`src/hdl/gbsf_pkg.sv`:
```
`default_nettype none

package gbsf_pkg;

    localparam int unsigned BYTE_W  = 8;
    localparam int unsigned HELD_W  = 24;
    localparam int unsigned CODE_W  = 32;
    localparam int unsigned COUNT_W = 3;
    localparam int unsigned PHASE_W = 2;

    // Output stream payload widths: code and byte count in tdata, padded to bytes.
    localparam int unsigned M_TDATA_W = 40;
    localparam int unsigned M_TUSER_W = 3;

    localparam logic [BYTE_W-1:0] HIGH_MIN = 8'hA1;
    localparam logic [BYTE_W-1:0] PASS_MAX = 8'h80;
    localparam logic [BYTE_W-1:0] BAD_BYTE = 8'hFF;

    localparam logic KIND_DATA = 1'b0;
    localparam logic KIND_EOS  = 1'b1;

    typedef enum logic [1:0] {
        SEQ_SINGLE  = 2'd0,
        SEQ_TWO     = 2'd1,
        SEQ_FOUR    = 2'd2,
        SEQ_INVALID = 2'd3
    } t_seq_class;

    typedef struct packed {
        logic                valid;
        t_seq_class          seq_class;
        logic [CODE_W-1:0]   code;
        logic [COUNT_W-1:0]  byte_count;
        logic                high_pair;
    } t_result;

endpackage

`default_nettype wire

```
`src/hdl/gbsf_step.sv`:
```
`default_nettype none

module gbsf_step (
    input  wire logic [gbsf_pkg::PHASE_W-1:0] i_phase,
    input  wire logic [gbsf_pkg::HELD_W-1:0]  i_held,
    input  wire logic                         i_kind,
    input  wire logic [gbsf_pkg::BYTE_W-1:0]  i_byte,
    output logic      [gbsf_pkg::PHASE_W-1:0] o_phase,
    output logic      [gbsf_pkg::HELD_W-1:0]  o_held,
    output gbsf_pkg::t_result                 o_result
);
    import gbsf_pkg::*;

    logic [CODE_W-1:0] w_joined;
    logic              w_lead;
    logic              w_digit;
    logic              w_trail;

    assign w_joined = {i_held, i_byte};
    assign w_lead   = (i_byte inside {[8'h81:8'hFE]});
    assign w_digit  = (i_byte inside {[8'h30:8'h39]});
    assign w_trail  = (i_byte inside {[8'h40:8'h7E]}) || (i_byte inside {[PASS_MAX:8'hFE]});

    always_comb begin
        // Any emitted result clears the pending bytes.
        o_phase             = '0;
        o_held              = '0;
        o_result.valid      = 1'b1;
        o_result.seq_class  = SEQ_INVALID;
        o_result.code       = w_joined;
        o_result.byte_count = COUNT_W'(i_phase) + COUNT_W'(1);
        o_result.high_pair  = 1'b0;

        if (i_kind == KIND_EOS) begin
            o_result.valid      = (i_phase != '0);
            o_result.code       = {{(CODE_W-HELD_W){1'b0}}, i_held};
            o_result.byte_count = COUNT_W'(i_phase);
        end else begin
            case (i_phase)
                2'd0: begin
                    if (w_lead) begin
                        o_result.valid = 1'b0;
                        o_phase        = 2'd1;
                        o_held         = HELD_W'(i_byte);
                    end else if (i_byte != BAD_BYTE) begin
                        o_result.seq_class = SEQ_SINGLE;
                    end
                end
                2'd1: begin
                    if (w_trail) begin
                        o_result.seq_class = SEQ_TWO;
                        o_result.high_pair = (i_held[BYTE_W-1:0] >= HIGH_MIN) &&
                                             (i_byte >= HIGH_MIN);
                    end else if (w_digit) begin
                        o_result.valid = 1'b0;
                        o_phase        = 2'd2;
                        o_held         = w_joined[HELD_W-1:0];
                    end
                end
                2'd2: begin
                    if (w_lead) begin
                        o_result.valid = 1'b0;
                        o_phase        = 2'd3;
                        o_held         = w_joined[HELD_W-1:0];
                    end
                end
                default: begin
                    if (w_digit) begin
                        o_result.seq_class = SEQ_FOUR;
                    end
                end
            endcase
        end
    end

endmodule

`default_nettype wire

```
`src/hdl/gb18030_sequence_framer.sv`:
```
// A byte accepted into the input register reaches the output through the result register.
// Throughput: one byte per cycle while the output is not stalled; the state update is a single pass of range compares
// between the input register and the result register.
// Output stalls hold the result register, and the input side keeps accepting until
// the input register is also full.
// Reset (synchronous, active low) empties both registers and clears any pending bytes.
`default_nettype none

module gb18030_sequence_framer (
    input  wire logic                             i_clk,
    input  wire logic                             i_rst_n,
    input  wire logic                             i_s_axis_tvalid,
    output logic                                  o_s_axis_tready,
    input  wire logic [gbsf_pkg::BYTE_W-1:0]      i_s_axis_tdata,  // [7:0] data_byte
    input  wire logic                             i_s_axis_tuser,  // [0] kind
    output logic                                  o_m_axis_tvalid,
    input  wire logic                             i_m_axis_tready,
    output logic      [gbsf_pkg::M_TDATA_W-1:0]   o_m_axis_tdata,  // [31:0] code, [34:32] byte_count
    output logic      [gbsf_pkg::M_TUSER_W-1:0]   o_m_axis_tuser   // [1:0] sequence_class, [2] high_pair
);
    import gbsf_pkg::*;

    logic                r_in_valid;
    logic                r_in_kind;
    logic [BYTE_W-1:0]   r_in_byte;
    logic [PHASE_W-1:0]  r_phase;
    logic [HELD_W-1:0]   r_held;
    logic                r_out_valid;
    t_result             r_out;

    logic [PHASE_W-1:0]  n_phase;
    logic [HELD_W-1:0]   n_held;
    t_result             n_result;

    logic                w_out_free;
    logic                w_in_ready;
    logic                w_advance;

    assign w_out_free = !r_out_valid || i_m_axis_tready;
    assign w_in_ready = !r_in_valid || w_out_free;
    assign w_advance  = r_in_valid && w_out_free;

    gbsf_step u_step (
        .i_phase  (r_phase),
        .i_held   (r_held),
        .i_kind   (r_in_kind),
        .i_byte   (r_in_byte),
        .o_phase  (n_phase),
        .o_held   (n_held),
        .o_result (n_result)
    );

    always_ff @(posedge i_clk) begin
        if (!i_rst_n) begin
            r_in_valid  <= 1'b0;
            r_out_valid <= 1'b0;
            r_phase     <= '0;
            r_held      <= '0;
        end else begin
            if (w_in_ready) begin
                r_in_valid <= i_s_axis_tvalid;
            end
            if (w_advance) begin
                r_phase <= n_phase;
                r_held  <= n_held;
            end
            if (w_out_free) begin
                r_out_valid <= w_advance && n_result.valid;
            end
        end
        if (w_in_ready && i_s_axis_tvalid) begin
            r_in_kind <= i_s_axis_tuser;
            r_in_byte <= i_s_axis_tdata;
        end
        if (w_advance && n_result.valid) begin
            r_out <= n_result;
        end
    end

    assign o_s_axis_tready = w_in_ready;
    assign o_m_axis_tvalid = r_out_valid;
    assign o_m_axis_tdata  = {{(M_TDATA_W-CODE_W-COUNT_W){1'b0}}, r_out.byte_count, r_out.code};
    assign o_m_axis_tuser  = {r_out.high_pair, r_out.seq_class};

endmodule

`default_nettype wire

```
`config.mk`:
```
export PLATFORM = sky130hd
export DESIGN_NAME = gb18030_sequence_framer
export DESIGN_NICKNAME = d
export VERILOG_FILES = /design/src/hdl/gbsf_pkg.sv /design/src/hdl/gbsf_step.sv /design/src/hdl/gb18030_sequence_framer.sv
export SDC_FILE = /design/constraint.sdc
export NUM_CORES = 1
export LEC_CHECK = 0
export ABC_CLOCK_PERIOD_IN_PS = 3100
export BUFFER_PORTS_ARGS = -buffer_cell sky130_fd_sc_hd__buf_2
export CAP_MARGIN = 10
export CELL_PAD_IN_SITES_DETAIL_PLACEMENT = 0
export CELL_PAD_IN_SITES_GLOBAL_PLACEMENT = 1
export CORE_UTILIZATION = 44
export DETAILED_ROUTE_END_ITERATION = 6
export GPL_ROUTABILITY_DRIVEN = 0
export PLACE_DENSITY = 0.76
export SYNTH_ARGS = -nofsm -noshare
export SYNTH_HDL_FRONTEND = slang
export SYNTH_SLANG_ARGS = --single-unit
```
`constraint.sdc`:
```
create_clock -name i_clk -period 3.1 [get_ports i_clk]
set_clock_uncertainty 0.1 [all_clocks]
set_input_delay 0.155 -clock i_clk [delete_from_list [all_inputs] [get_ports i_clk]]
set_output_delay 0.155 -clock i_clk [all_outputs]
set_load 0.05 [all_outputs]
```
; Word level (Yosys, flattened, before mapping)
; Cells that the tools add are included.
[totals]
regBits = 75
inputBits = 13
output_inout_bits = 45
elab_cells = 67
[op_classes]
addsub = 1
order_cmp = 9
eq_ne = 3
n_mux = 23
n_bitwise = 2
reduce_logical = 17
[ops]
columns = op, count
row1 = two-way mux 24 bit, 4
row2 = one-hot mux 24 bit (3 select lines), 1
row3 = >= comparator 8 bit (second input constant), 4
row4 = two-way mux 27 bit, 1
row5 = two-way mux 2 bit, 7
row6 = one-hot mux 2 bit (3 select lines), 2
row7 = >= comparator 8 x 6 -> 1 bit (second input constant), 1
row8 = >= comparator 8 x 7 -> 1 bit (second input constant), 1
row9 = less-or-equal comparator 8 x 6 -> 1 bit (second input constant), 1
row10 = less-or-equal comparator 8 x 7 -> 1 bit (second input constant), 1
row11 = less-or-equal comparator 8 bit (second input constant), 1
row12 = logical AND 1 bit, 8
row13 = two-way mux 8 bit, 1
row14 = != test 8 bit (second input constant), 1
row15 = two-way mux 1 bit, 6
row16 = adder 2 x 1 -> 3 bit (second input constant), 1
row17 = logical OR 1 bit, 3
row18 = OR reduction 3 bit, 1
row19 = == test 2 x 1 -> 1 bit (second input constant), 1
row20 = == test 2 bit (second input constant), 1
row21 = zero test 1 bit, 2
row22 = zero test 2 bit, 1
row23 = inverter 1 bit, 2
row24 = one-hot mux 1 bit (2 select lines), 1
row25 = other kinds (2), 2

; Longest topological paths before layout
; Gate-level depths: netlist (run 1).
[logic_depth]
word_depth = 7
depth_mapped = 7
depth_no_buf = 6

; By module
; Synthesis (run 1) repeated with hierarchy kept, for this count alone.
[hier_totals]
hier_cells = 291
area_unflattened_um2 = 3417.0
[by_module_without_submodules]
columns = module, instances, cells_per_inst, area_each_um2, seq_area_each_um2
row1 = gb18030_sequence_framer, 1, 178, 2588.7, 1971.9
row2 = gbsf_step, 1, 113, 828.3, 0.0

; Least setup slack after synthesis (run 1)
; No wires, ideal clock.
[synth_path]
kind = register -> register
start = register r_in_byte[1]
end = register r_out (netlist bit o_m_axis_tdata[0]), enable pin
setup_ns = 0.396
arrival_ns = 1.989
required_time_ns = 2.604
path_slack_ns = 0.615
path_stages_with_launch = 5
n_path_buf = 0
synth_period_minus_slack_ns = 2.485
cell_sequence = edfxtp_1 > nor4_2 > and2_1 > o2111ai_1 > nand2_1
[synth_via]
elab_chain_cells = 7
word_cells_on_any_way = 18
classes_between = 7 x order compare / 5 x mux / 6 x reduce/logical
[synth_rtl]
columns = item, line_no
row1 = from (decl), gb18030_sequence_framer.sv:25  ; logic [BYTE_W-1:0] r_in_byte;
row2 = from (signal assigned), gb18030_sequence_framer.sv:73  ; r_in_byte <= i_s_axis_tdata;
row3 = >= comparator 8 x 6 -> 1 bit (tied with other cells), gbsf_step.sv:21  ; assign w_digit = (i_byte inside {[8'h30:8'h39]});
row4 = "logical AND 1 bit, on equally long branches", "gbsf_step.sv:21, gbsf_step.sv:22"
row5 = two-way mux 1 bit or logical OR 1 bit (tied branches), "gbsf_step.sv:54, gbsf_step.sv:22"
row6 = two-way mux 1 bit, gbsf_step.sv:50  ; if (w_trail) begin
row7 = one-hot mux 1 bit (2 select lines) *, gbsf_step.sv:39  ; case (i_phase)
row8 = two-way mux 1 bit *, gbsf_step.sv:34  ; if (i_kind == KIND_EOS) begin
row9 = logical AND 1 bit *, gb18030_sequence_framer.sv:75  ; if (w_advance && n_result.valid) begin
row10 = to (signal assigned), gb18030_sequence_framer.sv:76  ; r_out <= n_result;
row11 = to (decl), gb18030_sequence_framer.sv:29  ; t_result r_out;
; Every way passes the cells marked *; elsewhere a longest branch is shown, timed or not.
; A chain may end at the register's enable or synchronous reset.

; Worst setup path in the final report (run 1)
[layout_path]
start = register r_phase[0]
end = register r_out (netlist bit o_m_axis_tdata[22]), enable pin
[layout_via]
elab_chain_cells = 5
word_cells_on_any_way = 8
classes_between = 2 x eq/ne / 2 x mux / 4 x reduce/logical
[layout_rtl]
columns = item, line_no
row1 = from (decl), gb18030_sequence_framer.sv:26  ; logic [PHASE_W-1:0] r_phase;
row2 = from (signal assigned), gb18030_sequence_framer.sv:64  ; r_phase <= n_phase;
row3 = == test 2 bit or zero test 2 bit (tied branches), gbsf_step.sv:39
row4 = OR reduction 2 bit (no line), n/a
row5 = one-hot mux 1 bit (2 select lines), gbsf_step.sv:39
row6 = two-way mux 1 bit *, gbsf_step.sv:34
row7 = logical AND 1 bit *, gb18030_sequence_framer.sv:75
; Marked as above.

==> results of run 1 <==
[state kept, by name, summed over array words and instances (netlist names)]
register,flops
r_in_valid,1
o_m_axis_tuser,3
o_m_axis_tvalid,1
r_phase,2
o_m_axis_tdata,35
r_in_kind,1
r_in_byte,8
r_held,24
[logic make-up after synthesis]
group                      count (synthesis)  share of synthesized area (%)
adders and majority gates                  5                           1.97
buffers and inverters                     38                           5.50
DFF                                       75                           61.9
and+or+nand+nor                           71                           10.7
xor gates and xnor gates                   1                          0.275
muxes                                     11                           3.81
other                                      1                          0.118
AOI/OAI and AO/OA                         63                           15.6
[cell usage in the layout, fill, tap and decap left out, types with 2 or more instances in the layout]
master	instances
edfxtp_1	47
o2111ai_1	3
ha_1	5
nand4b_1	2
nand2_1	39
o31ai_1	6
mux2_2	9
inv_1	21
nand4_1	2
o21ai_0	19
clkbuf_8	9
o31ai_2	10
clkbuf_1	4
a22o_1	7
dfxtp_1	28
clkinv_2	2
nor2b_1	10
buf_4	4
nand2b_1	2
and2_1	2
nor2_1	7
dlygate4sd3_1	11
a21oi_1	3
nand3_1	2
conb_1	5
a21o_1	3
nor3_1	2
buf_2	52
mux2i_1	2
[per-stage QoR]
step / util (%) / hold slack [ns] / setup slack (ns)
2_1_floorplan: - / 0.154 / 0.615
3_3_place_gp: 51.1 / 0.232 / 0.834
3_5_place_dp: 51.1 / 0.233 / 0.761
4_1_cts: 55.0 / 0.0316 / 0.746
5_1_grt: 55.0 / 0.0682 / 0.626
6_report: 55.0 / 0.0419 / 0.761
[path summary, 6_finish.rpt]
path	start	end	cells after the start
min reg2reg	r_held[10]$_SDFFE_PN0P_	r_held[10]$_SDFFE_PN0P_	2
min	i_rst_n	r_phase[1]$_SDFFE_PN0P_	3
max reg2reg	r_phase[0]$_SDFFE_PN0P_	o_m_axis_tdata[22]$_DFFE_PP_	6
max	r_phase[0]$_SDFFE_PN0P_	o_m_axis_tdata[22]$_DFFE_PP_	6
[layout make-up]
cell class	instances	area [um2]	share of cell area, %
timing repair buffer	68	420	11.1
inverter	21	78.8	2.08
clock inverter	3	17.5	0.461
sequential	75	1970	51.9
multi-input combinational	156	1050	27.7
clock buffer	13	139	3.66
tap	96	120	3.16
[metal layers]
| layer | track usage (%) | wire [um] | up-vias |
|---|---|---|---|
| met5 | 0 | 0 | - |
| met4 | 10.8 | 121 | 0 |
| met3 | 3.60 | 219 | 10 |
| met2 | 26.9 | 2710 | 50 |
| met1 | 19.6 | 2630 | 949 |
| li1 | - | - | 1071 |
[power by group through the flow]
| stage | registers, mW | logic, mW | clock network [mW] |
|---|---|---|---|
| 6_report | 1.11 | 0.189 | 0.626 |
| 5_1_grt | 1.11 | 0.201 | 0.684 |
| 4_1_cts | 1.11 | 0.191 | 0.643 |
| 3_5_place_dp | 1.13 | 0.180 | 0 |
| 3_3_place_gp | 1.13 | 0.180 | 0 |
| 2_1_floorplan | 1.19 | 0.0799 | 0 |
[critical path: stages (launching register included)]
cell	delay, ns
dfxtp_1	0.44
ha_1	0.24
inv_1	0.08
a41o_1	0.22
a221o_1	0.34
nand2_1	0.35
buf_12	0.25
==> flow_metrics.env, run 1 <==
export IMPL_num_vias=2080
export IMPL_path_clk_slew_ns=0.07
export IMPL_leakagePower_nw=1.40
export IMPL_hold_viol=0
export IMPL_drt_iter0_drc=56
export IMPL_p_comb_share_pct=9.8
export IMPL_worstPathArrival_ns=2.28
export IMPL_postPlaceCellArea_mm2=0.00353
export IMPL_viasPerCell=4.81
export IMPL_required_ns=3.04
export IMPL_avgSynthCellArea_um2=12.0
export IMPL_ys_seq_elements=75
export IMPL_worstMarginPinSlew_ns=0.644
export IMPL_num_antenna_cells=0
export IMPL_slew_headroom_pct=57.0
export IMPL_synth_top_cell_area_share_pct=44.3
export IMPL_min_path_type="input port to flop"
export IMPL_startpoint_type="flop"
export IMPL_ys_async_sr_fraction_pct=0
export IMPL_cts_sinks=75
export IMPL_cts_resized=0
export IMPL_synth_area_mm2=0.00318
export IMPL_dpl_cell_count=405
export IMPL_nFillCells=641
export IMPL_io_pins=58
export IMPL_num_rows=30
export IMPL_status="completed"
export IMPL_wl_um=5680
export IMPL_finalSetupViolCount=0
export IMPL_vdd_ir_drop_max_uv=306
export IMPL_swShare_pct=25.6
export IMPL_cap_violations=0
export IMPL_synth_flop_cell="edfxtp_1"
export IMPL_slew_violations=0
export IMPL_cts_hold_fix_buffers=11
export IMPL_grt_pass1_wl_um=9100
export IMPL_r2r_slack_ns=0.76
export IMPL_rsz0062_at_grt="false"
export IMPL_dr_pass1_iters=4
export IMPL_p_sw_mw=0.494
export IMPL_grt_use_total_pct=16.5
export IMPL_synth_common_cells="edfxtp_1, nand2_1, dfxtp_1, inv_1, o21ai_0"
export IMPL_cts_buffers=9
export IMPL_fp_dieH_um=87.1
export IMPL_grt_max_degree=31
export IMPL_post_synth_top_count_cell="edfxtp_1"
export IMPL_core_area_mm2=0.00691
export IMPL_design_power_total_mw=1.92
export IMPL_port_buffers=52
export IMPL_clockRootBuffer="clkbuf_8"
export IMPL_cts_tree="built"
export IMPL_drcViolationCount=0
export IMPL_p_clk_share_pct=32.5
export IMPL_design_area_mm2=0.00380
export IMPL_clkLatencyLatePin_ns=0.35
export IMPL_clk_path_buf_depth=2
export IMPL_path_class="flop to flop"
export IMPL_postCtsSetupBuffers=0
export IMPL_yosysWarningCount=0
export IMPL_synth_top_cell_by_area="edfxtp_1"
export IMPL_htree_levels=3
export IMPL_min_period_ns=2.34
export IMPL_cp_max_fo=30
export IMPL_start_util_pct=46.1
export IMPL_final_nets=349
export IMPL_ant_nets=0
export IMPL_synth_edf_count=47
export IMPL_place_hpwl_um=3840
export IMPL_netlist_instances=265
export IMPL_netlist_cell_type_count=43
export IMPL_syn2layout_area_growth_pct=19.3
export IMPL_die_area_mm2=0.00758
export IMPL_antenna_found_initial=0
export IMPL_avgRoutedWirePerCell_um=13.2
export IMPL_overflow=0
export IMPL_p_seq_share_pct=57.7
export IMPL_grt_pass1_vias=1966
export IMPL_yosys_top_cells_area="edfxtp_1, dfxtp_1, nand2_1"
export IMPL_timing_fmax_ghz=0.428
export IMPL_ys_seq_area_share_pct=61.9
export IMPL_dieWidth_um=87.1
export IMPL_fin_cells=432
export IMPL_p_per_area_mw_per_mm2=507
export IMPL_cell_internal_pwr_mw=1.43
export IMPL_critical_path_endpoint_type="flop"
export IMPL_setup_tns_ns=0
export IMPL_fin_crit_sh_pct=75.4
export IMPL_layout_drive_gt1_share_pct=27.7
(Power assumes the default switching activity.)
==> run 2: changes to the inputs <==
--- a/config.mk
+++ b/config.mk
@@ -5,15 +5,16 @@
 export SDC_FILE = /design/constraint.sdc
 export NUM_CORES = 1
 export LEC_CHECK = 0
-export ABC_CLOCK_PERIOD_IN_PS = 3100
+export ABC_AREA = 1
+export ABC_CLOCK_PERIOD_IN_PS = 1880
 export BUFFER_PORTS_ARGS = -buffer_cell sky130_fd_sc_hd__buf_2
 export CAP_MARGIN = 10
 export CELL_PAD_IN_SITES_DETAIL_PLACEMENT = 0
 export CELL_PAD_IN_SITES_GLOBAL_PLACEMENT = 1
-export CORE_UTILIZATION = 44
+export CORE_UTILIZATION = 38
 export DETAILED_ROUTE_END_ITERATION = 6
 export GPL_ROUTABILITY_DRIVEN = 0
-export PLACE_DENSITY = 0.76
+export PLACE_DENSITY = 0.72
 export SYNTH_ARGS = -nofsm -noshare
 export SYNTH_HDL_FRONTEND = slang
 export SYNTH_SLANG_ARGS = --single-unit
==> constraint.sdc (replaced) <==
create_clock -name i_clk -period 1.88 [get_ports i_clk]
set_clock_uncertainty 0.1 [all_clocks]
set_input_delay 0.094 -clock i_clk [delete_from_list [all_inputs] [get_ports i_clk]]
set_output_delay 0.094 -clock i_clk [all_outputs]
set_load 0.05 [all_outputs]
==> flow_metrics.env, run 2 <==
export IMPL_startpoint_type="flop"
export IMPL_clockRootBuffer="clkbuf_8"
export IMPL_ys_async_sr_fraction_pct=0
export IMPL_synth_top_cell_by_area="edfxtp_1"
export IMPL_netlist_cell_type_count=32
export IMPL_path_clk_slew_ns=0.08
export IMPL_overflow=0
export IMPL_swShare_pct=26.5
export IMPL_hold_viol=0
export IMPL_drcViolationCount=0
export IMPL_timing_fmax_ghz=0.535
export IMPL_synthMuxAreaShare_pct=0
export IMPL_r2r_cells=9
export IMPL_synth_top_family_by_area="simple AND/OR/NAND/NOR gates"
export IMPL_cpPeakStageDelay_ns=0.48
export IMPL_critical_path_endpoint_type="flop"
export IMPL_clk_path_buf_depth=2
export IMPL_rsz0062_at_grt="true"
export IMPL_antenna_found_initial=0
export IMPL_dieWidth_um=94.1
export IMPL_cts_buffers=9
export IMPL_ys_seq_area_share_pct=61.2
export IMPL_whs_ns=0.0741
export IMPL_design_power_total_mw=3.39
export IMPL_slew_headroom_pct=63.8
export IMPL_synth_top_cell_area_share_pct=43.8
export IMPL_synth_edf_count=47
export IMPL_cp_max_fo=12
export IMPL_r2r_slack_ns=0.01
export IMPL_min_path_type="input port to flop"
export IMPL_vdd_ir_drop_max_uv=360
export IMPL_synth_area_mm2=0.00322
export IMPL_post_synth_top_count_cell="nand2_1"
export IMPL_grt_pass1_vias=2385
export IMPL_io_pins=58
export IMPL_p_per_area_mw_per_mm2=829
export IMPL_htree_levels=3
export IMPL_r2r_start="r_in_byte[6]$_DFFE_PP_"
export IMPL_p_sw_mw=0.898
export IMPL_hold_start="i_m_axis_tready"
export IMPL_utilization_pct=49.7
export IMPL_fp_dieH_um=94.1
export IMPL_grt_pass1_wl_um=11500
export IMPL_layout_cells_most_common="nand2_1"
export IMPL_cell_internal_pwr_mw=2.49
export IMPL_worst_r2r_endpoint="o_m_axis_tdata[31]$_SDFFCE_PP0P_"
export IMPL_fin_cells=520
export IMPL_place_hpwl_um=4630
export IMPL_critPathSlowestCell="edfxtp_1"
export IMPL_avgRoutedWirePerCell_um=13.8
export IMPL_dr_pass1_iters=4
export IMPL_syn2layout_area_growth_pct=26.7
export IMPL_avgSynthCellArea_um2=9.74
export IMPL_synthSimpleGateAreaFrac_pct=20.6
export IMPL_grt_use_total_pct=17.4
export IMPL_synth_flop_cell="edfxtp_1"
export IMPL_viasPerCell=4.79
export IMPL_dpl_cell_count=483
export IMPL_cts_tree="built"
export IMPL_layout_drive_gt1_share_pct=29.9
export IMPL_worstPathArrival_ns=1.88
export IMPL_nFillCells=778
export IMPL_cap_violations=0
export IMPL_synth_xor_xnor_area_share_pct=0.272
export IMPL_path_class="flop to flop"
export IMPL_drt_iter0_drc=164
export IMPL_num_vias=2490
export IMPL_layout_common_cells="nand2_1, buf_2, edfxtp_1"
export IMPL_required_ns=1.89
export IMPL_yosysWarningCount=0
export IMPL_largest_reg_flops=35
export IMPL_p_comb_share_pct=9.8
export IMPL_hold_path_end="o_m_axis_tvalid$_SDFFE_PN0P_"
export IMPL_path_cells="inv_2, nand2_2, nor2_4, nand3_2, nand2_2, nand3_2, nand2_2, clkinvlp_4, buf_12"
export IMPL_status="completed"
export IMPL_core_area_mm2=0.00822
export IMPL_slew_violations=0
export IMPL_min_period_ns=1.87
export IMPL_whs_path_depth=4
export IMPL_final_nets=428
export IMPL_ys_seq_elements=75
export IMPL_num_antenna_cells=0
export IMPL_start_util_pct=39.2
export IMPL_port_buffers=52
export IMPL_netlist_instances=331
export IMPL_die_area_mm2=0.00885
export IMPL_leakagePower_nw=1.54
export IMPL_yosys_top_cells_area="edfxtp_1, dfxtp_1, nand2_1"
export IMPL_synth_compound_area_share_pct=9.08
export IMPL_setup_tns_ns=0
export IMPL_finalSetupViolCount=0
export IMPL_ant_nets=0
export IMPL_worstMarginPinSlew_ns=0.543
export IMPL_synth_common_cells="nand2_1, edfxtp_1, a21oi_1, dfxtp_1"
export IMPL_synth_adder_area_share_pct=1.94
export IMPL_p_clk_share_pct=36.7
export IMPL_cpMostUsedCell="nand2_2"
export IMPL_clkLatencyLatePin_ns=0.35
export IMPL_wl_um=7170
export IMPL_cts_sinks=75
export IMPL_fin_crit_sh_pct=99.4
export IMPL_p_seq_share_pct=53.5
export IMPL_num_rows=33
export IMPL_grt_max_degree=29
-- run 2: cell count changes in the layout (fill, tap and decap cells not counted), moves of 10 or more --
| cell | change |
|---|---|
| a21oi_1 | +27 |
| buf_4 | +11 |
| nand2_1 | +44 |
| nand3_1 | +16 |
| nor2_1 | +16 |
| nor2b_1 | -10 |
| o31ai_2 | -10 |
-- run 2: worst max-delay path by stage --
stage,depth (start not counted),end,start,slack (ns)
2_1_floorplan,8,o_m_axis_tdata[0]$_DFFE_PP_,r_in_byte[7]$_DFFE_PP_,-0.15
3_3_place_gp,10,o_m_axis_tdata[25]$_SDFFCE_PP0P_,r_in_byte[2]$_DFFE_PP_,0.08
3_5_place_dp,10,o_m_axis_tdata[22]$_DFFE_PP_,r_in_byte[0]$_DFFE_PP_,0.03
4_1_cts,10,o_m_axis_tdata[31]$_SDFFCE_PP0P_,r_in_byte[0]$_DFFE_PP_,0.002
5_1_grt,9,o_m_axis_tdata[31]$_SDFFCE_PP0P_,r_in_byte[6]$_DFFE_PP_,-0.11
6_report,9,o_m_axis_tdata[31]$_SDFFCE_PP0P_,r_in_byte[6]$_DFFE_PP_,0.01
-- run 2: what timing repair did --
item,4_1_cts,5_1_grt
hold endpoints to repair,10,0
setup buffers,0,8
hold buffers,11,0
gates resized for setup,0,9
endpoints found under the setup margin,0,38
-- run 2: power groups by stage --
stage          registers [mW]  clock network, mW  logic [mW]
2_1_floorplan            1.92                  0       0.146
3_3_place_gp             1.85                  0       0.294
3_5_place_dp             1.85                  0       0.296
4_1_cts                  1.81               1.27       0.313
5_1_grt                  1.82               1.34       0.357
6_report                 1.81               1.24       0.331
-- run 2: final cells by class --
type	count	area, um2	share of cell area [%]
Tap cell	105	131	3.22
Multi-Input combinational cell	213	1090	26.8
Inverter	29	114	2.79
Sequential cell	75	1980	48.5
Clock inverter	5	40.0	0.981
Timing Repair Buffer	82	559	13.7
Clock buffer	11	163	3.98
-- run 2: cells by family (layout without fill, tap and decap cells) --
group | count (synthesis) | in the layout
AO/OA/AOI/OAI | 54 | 54
XOR/XNOR | 1 | 1
adder cells (fa/ha/maj) | 5 | 5
buffers and inverters | 47 | 127
flip-flops | 75 | 75
other | 1 | 5
AND/OR/NAND/NOR | 148 | 148
-- run 2: stage by stage --
stage | worst slack, ns | area [um2]
after floorplan | -0.150 | 3280
after global placement | 0.0796 | 3660
after detailed placement | 0.0274 | 3660
after CTS | 0.00188 | 3970
after global routing | -0.113 | 4080
final | 0.0122 | 4080
-- run 2: critical path: cells and delay by family, from the launching register on --
family / cells / cell delay [ns]
buffers and inverters: 3 / 0.54
AND/OR/NAND/NOR: 6 / 0.51
flip-flops: 1 / 0.48
-- run 2: layer usage --
layer | track usage [%] | share of wire, % | vias up
met5 | 0 | 0 | -
met4 | 7.82 | 1.6 | 0
met3 | 3.72 | 4.2 | 8
met2 | 28.6 | 49 | 67
met1 | 21.9 | 45 | 1165
li1 | - | - | 1250
==> run 3: changes to the inputs <==
--- a/config.mk
+++ b/config.mk
@@ -14,7 +14,7 @@
 export CORE_UTILIZATION = 38
 export DETAILED_ROUTE_END_ITERATION = 6
 export GPL_ROUTABILITY_DRIVEN = 0
-export PLACE_DENSITY = 0.72
+export PLACE_DENSITY_LB_ADDON = 0.1
 export SYNTH_ARGS = -nofsm -noshare
 export SYNTH_HDL_FRONTEND = slang
 export SYNTH_SLANG_ARGS = --single-unit
==> flow_metrics.env, run 3 (same netlist as run 2, synthesis figures left out) <==
export IMPL_die_area_mm2=0.00885
export IMPL_hold_path_end="o_m_axis_tvalid$_SDFFE_PN0P_"
export IMPL_htree_levels=3
export IMPL_startpoint_type="flop"
export IMPL_fp_dieH_um=94.1
export IMPL_layout_common_cells="nand2_1, buf_2, edfxtp_1"
export IMPL_dp_slack_ns=0.0432
export IMPL_grt_use_total_pct=17.3
export IMPL_dieWidth_um=94.1
export IMPL_p_per_area_mw_per_mm2=834
export IMPL_slew_violations=0
export IMPL_postPlaceCellArea_mm2=0.00368
export IMPL_worstMarginPinSlew_ns=0.522
export IMPL_grt_pass1_wl_um=11200
export IMPL_fin_crit_sh_pct=97.0
export IMPL_r2r_slack_ns=0.06
export IMPL_path_clk_slew_ns=0.08
export IMPL_port_buffers=52
export IMPL_path_depth=10
export IMPL_design_area_mm2=0.00403
export IMPL_num_rows=33
export IMPL_path_cells="inv_1, nand2_1, nor2_2, nand2_2, nand3_2, nand2_1, nand3_2, nand2_2, clkinvlp_4, buf_12"
export IMPL_critPathBufInv=3
export IMPL_r2r_start="r_in_byte[0]$_DFFE_PP_"
export IMPL_final_nets=424
export IMPL_syn2layout_area_growth_pct=25.1
export IMPL_worst_r2r_endpoint="o_m_axis_tdata[10]$_DFFE_PP_"
export IMPL_cp_max_fo=16
export IMPL_clockRootBuffer="clkbuf_8"
export IMPL_timing_fmax_ghz=0.549
export IMPL_grt_pass1_vias=2276
export IMPL_min_path_type="input port to flop"
export IMPL_fin_ws_ns=0.0571
export IMPL_crit_family="simple AND/OR/NAND/NOR gates"
export IMPL_io_pins=58
export IMPL_wl_um=7080
export IMPL_overflow=0
export IMPL_required_ns=1.85
export IMPL_clkLatencyLatePin_ns=0.36
export IMPL_ant_nets=0
export IMPL_finalSetupViolCount=0
export IMPL_layout_cells_most_common="nand2_1"
export IMPL_hold_start="i_m_axis_tready"
export IMPL_dr_pass1_iters=4
export IMPL_hold_viol=0
export IMPL_clk_path_buf_depth=2
export IMPL_cts_sinks=75
export IMPL_drcViolationCount=0
export IMPL_cts_buffers=9
export IMPL_num_antenna_cells=0
export IMPL_vdd_ir_drop_max_uv=431
export IMPL_nFillCells=793
export IMPL_path_class="flop to flop"
export IMPL_cpPeakStageDelay_ns=0.42
export IMPL_r2r_cells=10
export IMPL_whs_path_depth=4
export IMPL_design_power_total_mw=3.36
export IMPL_drt_iter0_drc=103
export IMPL_status="completed"
export IMPL_antenna_found_initial=0
export IMPL_start_util_pct=39.2
export IMPL_largest_reg_flops=35
export IMPL_critPathSlowestCell="edfxtp_1"
export IMPL_cap_violations=0
export IMPL_avgRoutedWirePerCell_um=13.7
export IMPL_cts_tree="built"
export IMPL_utilization_pct=49.1
export IMPL_setup_tns_ns=0
export IMPL_place_hpwl_um=4760
export IMPL_leakagePower_nw=1.50
export IMPL_slew_headroom_pct=65.1
export IMPL_worstPathArrival_ns=1.79
export IMPL_min_period_ns=1.82
export IMPL_num_vias=2420
export IMPL_core_area_mm2=0.00822
export IMPL_grt_max_degree=30
export IMPL_viasPerCell=4.69
export IMPL_layout_drive_gt1_share_pct=28.2
export IMPL_critical_path_endpoint_type="flop"
export IMPL_rsz0062_at_grt="true"
## run 3: changes by cell type in the layout (fill, tap and decap cells not counted), moves of 2 or more
cell and change:
inv_1 +2, inv_6 -2, inv_2 -2, buf_4 -4, clkbuf_16 -2, clkinvlp_4 +3
## run 3: worst max-delay path by stage
| stage | startpoint | to | slack, ns |
|---|---|---|---|
| 2_1_floorplan | r_in_byte[7]$_DFFE_PP_ | o_m_axis_tdata[0]$_DFFE_PP_ | -0.15 |
| 3_3_place_gp | r_in_byte[3]$_DFFE_PP_ | o_m_axis_tdata[30]$_SDFFCE_PP0P_ | 0.09 |
| 3_5_place_dp | r_in_byte[0]$_DFFE_PP_ | o_m_axis_tdata[1]$_DFFE_PP_ | 0.04 |
| 4_1_cts | r_in_byte[0]$_DFFE_PP_ | o_m_axis_tdata[7]$_DFFE_PP_ | 0.02 |
| 5_1_grt | r_in_byte[0]$_DFFE_PP_ | o_m_axis_tdata[3]$_DFFE_PP_ | -0.05 |
| 6_report | r_in_byte[0]$_DFFE_PP_ | o_m_axis_tdata[10]$_DFFE_PP_ | 0.06 |
## run 3: timing repair
item	4_1_cts	5_1_grt
setup endpoints to repair	0	38
gates resized for setup	0	6
setup buffers	0	5
hold buffers	11	0
hold endpoints to repair	10	0
## run 3: layout make-up
| cell class | instances | area [um2] | area share, % |
|---|---|---|---|
| sequential | 75 | 1980 | 49.1 |
| timing repair buffer | 78 | 524 | 13.0 |
| inverter | 29 | 114 | 2.82 |
| multi-input combinational | 213 | 1090 | 27.0 |
| clock buffer | 10 | 128 | 3.17 |
| tap | 105 | 131 | 3.26 |
| clock inverter | 6 | 66.3 | 1.64 |
## run 3: per-layer routing
| metal | routed length (um) | up-vias | global-route usage, % |
|---|---|---|---|
| li1 | - | 1243 | - |
| met1 | 3480 | 1110 | 23.4 |
| met2 | 3200 | 57 | 25.9 |
| met3 | 265 | 10 | 3.88 |
| met4 | 131 | 0 | 8.46 |
| met5 | 0 | - | 0 |
## run 3: tightest hold or removal path: stages
cell and delay (ns):
buf_2 0.08, inv_1 0.04, nand2_1 0.15, a21oi_1 0.12
## run 3: where the power goes
part           internal, mW  switching (mW)  total, mW
sequential             1.78          0.0231       1.81
combinational        0.0947           0.235      0.330
clock                 0.613           0.615       1.23
## run 3: through the flow
stage / hold slack, ns / cells
after global placement: 0.173 / 484
after CTS: 0.0863 / 511
after floorplan: 0.0929 / 335
final: 0.0808 / 516
after global routing: 0.133 / 516
after detailed placement: 0.173 / 484
